### src/rtl/core/closest_ray_segment_core_assert.svh
// ----------------------------------------------------------------------------
// Assertion macros
// Concurrent check wrappers for the closest ray/segment core.
// ----------------------------------------------------------------------------
`ifndef CLOSEST_RAY_SEGMENT_CORE_ASSERT_SVH
`define CLOSEST_RAY_SEGMENT_CORE_ASSERT_SVH

`ifndef ASSERT_OFF
// property holds at every edge out of reset
`define CRS_ASSERT(lbl, clk, rstn, prop, msg) \
	lbl: assert property (@(posedge clk) disable iff (!rstn) (prop)) else $error(msg);
// consequent holds in the cycle after the antecedent
`define CRS_ASSERT_NEXT(lbl, clk, rstn, ante, cons, msg) \
	lbl: assert property (@(posedge clk) disable iff (!rstn) (ante) |=> (cons)) \
		else $error(msg);
`else
`define CRS_ASSERT(lbl, clk, rstn, prop, msg)
`define CRS_ASSERT_NEXT(lbl, clk, rstn, ante, cons, msg)
`endif

`endif

### src/rtl/core/crs_delay.sv
// ----------------------------------------------------------------------------
// crs_delay
// Enabled register chain that keeps side data aligned with the pipeline.
// ----------------------------------------------------------------------------
module crs_delay #(
	parameter int W     = 8,
	parameter int DEPTH = 2
) (
	input  logic         clk,
	input  logic         en,
	input  logic [W-1:0] din,
	output logic [W-1:0] dout
);

	logic [W-1:0] dly_q [DEPTH];

	always_ff @(posedge clk) begin
		if (en) begin
			dly_q[0] <= din;
			for (int i = 1; i < DEPTH; i++) begin
				dly_q[i] <= dly_q[i-1];
			end
		end
	end

	assign dout = dly_q[DEPTH-1];

endmodule

### config.mk
export PLATFORM = sky130hd
export DESIGN_NAME = crs_delay
export DESIGN_NICKNAME = d
export VERILOG_FILES = /design/src/rtl/core/closest_ray_segment_core_assert.svh /design/src/rtl/core/crs_delay.sv
export SDC_FILE = /design/constraint.sdc
export NUM_CORES = 1
export LEC_CHECK = 0
export BUFFER_PORTS_ARGS = -buffer_cell sky130_fd_sc_hd__clkbuf_2
export CORE_AREA = 2 2 39 41
export DETAILED_ROUTE_END_ITERATION = 12
export DIE_AREA = 0 0 41 43
export GPL_TIMING_DRIVEN = 0
export PLACE_DENSITY = 0.67
export SLEW_MARGIN = 20
export SYNTH_ARGS = -nofsm -noshare
export SYNTH_HDL_FRONTEND = slang
export SYNTH_SLANG_ARGS = --single-unit
### constraint.sdc
create_clock -name clk -period 0.8 [get_ports clk]
set_input_delay 0.04 -clock clk [delete_from_list [all_inputs] [get_ports clk]]
set_output_delay 0.04 -clock clk [all_outputs]
set_load 0.005 [all_outputs]
* Yosys cells after proc, flatten, opt, wreduce, memory -nomap -nowiden
Memories as Yosys holds them, arrays and structs flattened.
Index checks and enable logic that the tools add are counted.
** Word-level totals
- Bits of input ports :: 10
- Memories kept :: 1
- Memory bits (writable) :: 16
- Output and inout port bits :: 8
- Register bits :: 0
** Operators by class
- Mux-type cells :: 2
** Memory list
- dly_q :: depth 2, width 8, read ports 2, clocked after Yosys merged registers in 0, wr ports 2, line crs_delay.sv:15 : logic [W-1:0] dly_q [DEPTH];
** Operators with widths (count)
- $mux W1 :: 2

* Depth between registers and ports, before layout
Gate-level depths: netlist (run 1).
- Word-level depth :: 2
- Mapped depth :: 1
- Depth with buffers taken out :: 0

* Least setup slack after synthesis (run 1)
OpenSTA, ideal clock, no wires.
- Path kind :: reg2reg
- Start :: memory dly_q[0][2]
- End :: memory dly_q[1][2], in the netlist dly_q[0][10], data pin
- Arrival :: 0.323 ns
- Slack :: 0.211 ns
- Stages on the path, launching flop included :: 1
- Path buffers :: 0
- Library setup time :: 0.266 ns
- Data required time :: 0.534 ns
- Cells stage by stage :: edfxtp_1
** RTL lines (line)
- start: declaration :: crs_delay.sv:15

==> out/metrics.csv, run 1 <==
stage;metric;value;unit
cts;post-CTS setup buffers;0;
cells_and_area;commonest cells after routing, fill and taps aside;17 x clkbuf_2, 16 x edfxtp_1, 8 x dlygate4sd3_1, 3 x clkbuf_4, 1 x clkinv_1;
logic_synthesis;post-synth design cell area;540.5;µm²
logic_synthesis;yosys warns;0;
cells_and_area;fin nets;56;
logic_synthesis;top post-synthesis cells by area;edfxtp_1 89%, buf_4 11%;
cts;CTS buffer count;3;
floorplanning;DIE WIDTH;41;µm
sta;Worst Tran Pin Value;347.4;ps
sta;Final Skew;1.385;ps
drt;Post-Route WL;516;µm
floorplanning;io pins;18;
floorplanning;Die Y;43;µm
global_route;initial antenna violation count;0;
cts;clk root buf;clkbuf_4;
cells_and_area;n_diodes;0;
pwr;Max IR drop VDD;0.001227;V
floorplanning;core area;1384;µm²
logic_synthesis;Synth Register Bits;16;
pwr;leak pwr;0.2760;nW
cts;worst-skew pair later-pin latency;270;ps
critical_path;Req. time, crit path;760;ps
cells_and_area;area of the multi-input gates;0;µm²
logic_synthesis;Post-Syn Nets;34;
cells_and_area;Largest regs;dly_q (16);
floorplanning;initial core utilization;39.06;%
critical_path;CP max FO;1;
global_route;largest net degree at the start of global routing;17;
logic_synthesis;share of the synthesized area in the top cell type;88.89;%
drt;Via density;3.967;
cts;CTS clock-pin slew for the worst setup and hold paths;80;ps
global_route;grt ovf;0;
critical_path;Critical Path Sink Type;primary output;
sta;Tcrit/Tclk final;100.6;%
critical_path;critical path startpoint;dly_q[0][11];
cts;H-Tree Depth;1;
logic_synthesis;Yosys cell types;2;
pwr;PwrDens;2151;nW/µm²
global_route;first-pass GRT wire length;800;µm
drt;WL/cell;8.459;µm
cts;Num Clock Sinks;16;
status;outcome;complete, but fails checks;
cts;CTS tree;yes;
hold_path;Hold Crit Start;en;
cells_and_area;Area Overhead vs Synth;28.01;%
cells_and_area;max reg flops;16;
drt;vias;242;
critical_path;delay-heaviest family, CP;flip-flops;
critical_path;slowest CP cell;edfxtp_1;
cells_and_area;#MultiIn Comb;0;
cells_and_area;Final Instance Area;691.9;µm²
logic_synthesis;cells after synthesis;24;
logic_synthesis;Yosys top cell by area;edfxtp_1;
critical_path;Cell Chain, Critical Path;clkbuf_2;
sta;Final Hold Vio Count;0;
global_route;vias in the first global route;224;
hold_path;Worst Hold Class;input port to flip-flop;
sta;Rel. slew slack;76.84;%
cells_and_area;fraction of layout cells with a size suffix above 1;44.44;%
placement;number of I/O port buffers;17;
cells_and_area;Biggest register;dly_q;
cts;Post-CTS Resized;0;
pwr;Overall Power;1.488;mW
sta;RSZ-0062 raised after global routing;yes;
critical_path;kind of critical path;flip-flop to primary output;
sta;Setup-failing EPs final;2;
drt;1st-pass router iterations;2;
critical_path;Critical Path Max Stage Delay;370;ps
cells_and_area;commonest non-fill, non-tap cell in the layout;clkbuf_2;
global_route;total global routing track utilization;7.516;%
floorplanning;Rows;14;
sta;setup ws final;-4.651;ps
critical_path;number of buffers and inverters on the critical path;1;
cts;Max Root-Sink Buffers;2;
critical_path;critical path startpoint category;flip-flop;
drt;post-route ant nets;0;
sta;max-slew violations;0;
floorplanning;total die area;1763;µm²
status;failing checks;negative setup slack;
sta;minimum clock period;804.7;ps
job;Max-Cap Viols;0;
critical_path;arrival time at the worst endpoint;760;ps
logic_synthesis;average size of a mapped cell;22.52;µm²
drt;Iteration-0 DRC Markers;2;
critical_path;FF-to-FF Start;dly_q[0][0];
sta;fmax;1243;MHz
drt;DRC;0;
placement;RePlAce Congestion;0.6141;
logic_synthesis;post-synthesis sequential area ratio;88.89;%
placement;placed cell areas;645.6;µm²
==> cell usage after synthesis <==
cell       n
buf_4      8
edfxtp_1  16
==> cell families after synthesis <==
kind of cell / Yosys count / share of synthesized area, %
buffers and inverters: 8 / 11.11
flip-flops: 16 / 88.89
==> timing repair <==
item                                   in CTS  in global routing
setup endpoints to repair                   8                  8
hold buffers                                8                  0
endpoints found under the hold margin       8                  0
==> routing by layer <==
| layer | routed length [µm] | global-route usage, % | vias up |
|---|---|---|---|
| met2 | 259 | 11.25 | 15 |
| met4 | 16 | 6.000 | 0 |
| met1 | 186 | 7.692 | 103 |
| met5 | 0 | 0 | - |
| met3 | 54 | 3.141 | 2 |
| li1 | - | - | 122 |
==> power breakdown <==
group / total (mW) / internal, mW / switching, mW
Combinational: 0.0907 / 0.0568 / 0.0339
Clock: 0.392 / 0.181 / 0.211
Sequential: 1.01 / 0.993 / 0.0130
Total: 1.49 / 1.23 / 0.258
==> path summary, 6_finish.rpt <==
kind	endpoint	slack [ps]	depth (start not counted)
worst min-delay path	dly_q[0][15]	240	1
worst max-delay path	dout[3]	-5	1
worst min register to register	dly_q[0][13]	420	0
worst max register to register	dly_q[0][8]	180	0
==> per-stage QoR <==
stage	instances	setup slack, ps	TNS [ps]	utilization, %	hold WS [ps]
final	61	-4.651	-6.334	50.00	236.0
after global routing	61	-49.07	-297.3	50.00	265.0
after CTS	61	-22.82	-112.5	50.00	237.5
after detailed placement	57	97.76	0	46.65	219.1
after global placement	57	104.0	0	46.65	218.2
after floorplan	24	211.2	0	-	138.9
==> final cells by class <==
class,instances,area [µm²]
clock buffers,3,22.52
clock inverters,1,3.754
repair buffers,25,165.2
well taps,16,20.02
fillers,128,691.9
flip-flops and latches,16,480.5
(Power assumes the default switching activity.)
==> run 2: changes to the inputs <==
SKIP_CTS_REPAIR_TIMING = 1   (was default)
==> run 2 against run 1 <==
  * The flow still finishes with violations (negative setup slack)
  * Flip-flop and latch count unchanged
  * Critical path type unchanged
  * Largest power group unchanged
  * Register-to-register slack hardly changed
  * Total power is 1.1% higher
==> out/metrics.csv, run 2 (synthesis gave the netlist of run 1 again) <==
stage;metric;value;unit;change
drt;vias;240;;was 242
cells_and_area;fill count;125;;was 128
drt;DRC;0;;unchanged
cells_and_area;max reg flops;16;;unchanged
floorplanning;initial core utilization;39.06;%;unchanged
sta;Tcrit/Tclk final;103.5;%;was 100.6%
cts;H-Tree Depth;1;;unchanged
placement;number of I/O port buffers;17;;unchanged
job;Max-Cap Viols;0;;unchanged
cells_and_area;Area Overhead vs Synth;32.64;%;was 28.01%
cts;CTS clock-pin slew for the worst setup and hold paths;80;ps;about the same
cells_and_area;Storage cell area;480.5;µm²;unchanged
cts;worst-skew pair later-pin latency;270;ps;about the same
critical_path;arrival time at the worst endpoint;790;ps;was 760 ps
floorplanning;io pins;18;;unchanged
cts;CTS buffer count;3;;unchanged
floorplanning;core area;1384;µm²;unchanged
global_route;first-pass GRT wire length;662;µm;was 800 µm
floorplanning;Die Y;43;µm;unchanged
global_route;vias in the first global route;180;;was 224
critical_path;Critical Path Max Stage Delay;390;ps;was 370 ps
sta;Final Hold Vio Count;0;;unchanged
critical_path;CP max FO;1;;unchanged
critical_path;kind of critical path;flip-flop to primary output;;unchanged
drt;WL/cell;8.197;µm;was 8.459 µm
sta;RSZ-0062 raised after global routing;yes;;unchanged
cts;Max Root-Sink Buffers;2;;unchanged
cells_and_area;area of the multi-input gates;0;µm²;unchanged
sta;Worst Tran Pin Value;346.4;ps;was 347.4 ps
hold_path;Worst Hold Class;input port to flip-flop;;unchanged
drt;1st-pass router iterations;2;;unchanged
critical_path;Critical Path Sink Type;primary output;;unchanged
global_route;initial antenna violation count;0;;unchanged
cts;CTS tree;yes;;unchanged
status;failing checks;negative setup slack;;unchanged
placement;pre-CTS setup slack;97.76;ps;unchanged
sta;max-slew violations;0;;unchanged
sta;Final Skew;1.554;ps;was 1.385 ps
floorplanning;Rows;14;;unchanged
cts;Num Clock Sinks;16;;unchanged
critical_path;number of buffers and inverters on the critical path;1;;unchanged
drt;Iteration-0 DRC Markers;2;;unchanged
status;outcome;complete, but fails checks;;unchanged
sta;minimum clock period;828.1;ps;was 804.7 ps
sta;fmax;1208;MHz;was 1243 MHz
cells_and_area;#MultiIn Comb;0;;unchanged
drt;Post-Route WL;500;µm;was 516 µm
cells_and_area;commonest cells after routing, fill and taps aside;16 x edfxtp_1, 13 x clkbuf_2, 8 x dlygate4sd3_1, 4 x buf_6, 3 x clkbuf_4;;was 17 x clkbuf_2, 16 x edfxtp_1, 8 x dlygate4sd3_1, 3 x clkbuf_4, 1 x clkinv_1
pwr;Max IR drop VDD;0.001250;V;was 0.001227 V
cells_and_area;commonest non-fill, non-tap cell in the layout;edfxtp_1;;was clkbuf_2
cells_and_area;n_diodes;0;;unchanged
cts;clk root buf;clkbuf_4;;unchanged
placement;RePlAce Congestion;0.6141;;unchanged
global_route;grt ovf;0;;unchanged
sta;Hold Slack;235.9;ps;was 236.0 ps
critical_path;Cell Chain, Critical Path;buf_6;;was clkbuf_2
cells_and_area;Largest regs;dly_q (16);;unchanged
cells_and_area;Biggest register;dly_q;;unchanged
critical_path;slowest CP cell;edfxtp_1;;unchanged
drt;post-route ant nets;0;;unchanged
cells_and_area;Non-Filler Instances;61;;unchanged
cells_and_area;fraction of layout cells with a size suffix above 1;44.44;%;unchanged
sta;setup ws final;-28.08;ps;was -4.651 ps
critical_path;delay-heaviest family, CP;flip-flops;;unchanged
floorplanning;DIE WIDTH;41;µm;unchanged
critical_path;Req. time, crit path;760;ps;about the same
critical_path;critical path startpoint category;flip-flop;;unchanged
cells_and_area;fin nets;56;;unchanged
pwr;PwrDens;2098;nW/µm²;was 2151 nW/µm²
sta;Rel. slew slack;76.91;%;was 76.84%
sta;Setup-failing EPs final;4;;was 2
global_route;largest net degree at the start of global routing;17;;unchanged
global_route;total global routing track utilization;6.367;%;was 7.516%
drt;Via density;3.934;;was 3.967
pwr;leak pwr;0.2836;nW;was 0.2760 nW
floorplanning;total die area;1763;µm²;unchanged
placement;placed insts;57;;unchanged
-- run 2: cell type report --
cell class            instances  share of cell area [%]
tap                          16                   2.792
sequential                   16                   67.02
clock buffer                  3                   3.141
clock inverter                1                  0.5236
timing repair buffer         25                   26.53
-- run 2: metrics by stage --
stage / power [mW] / cell area [µm²] / TNS, ps / util [%]
global route: 1.581 / 716.9 / -436.0 / 51.81
global placement: 1.119 / 645.6 / 0 / 46.65
CTS: 1.519 / 671.9 / -972.6 / 48.55
floorplan: 1.062 / 540.5 / 0 / -
finish: 1.504 / 716.9 / -89.14 / 51.81
detailed placement: 1.123 / 645.6 / 0 / 46.65
-- run 2: report_power, final --
group	switching [mW]	internal, mW	total, mW
combinational	0.0337	0.0711	0.105
sequential	0.0153	0.993	1.01
clock	0.210	0.181	0.391
-- run 2: worst paths after layout --
check	from	end	slack (ps)	cells past startpoint
hold / removal	en	dly_q[0][15]	240	1
setup reg to reg	dly_q[0][0]	dly_q[0][8]	180	0
hold reg to reg	dly_q[0][5]	dly_q[0][13]	420	0
setup / recovery	dly_q[0][10]	dout[2]	-30	1
-- run 2: per-layer routing --
metal  global-route usage [%]  vias to the layer above  wire length [µm]
met5                        0                        -                 0
met4                    6.000                        0                16
met3                    3.141                        2                46
met2                    8.438                       15               257
met1                    6.960                      101               180
li1                         -                      122                 -
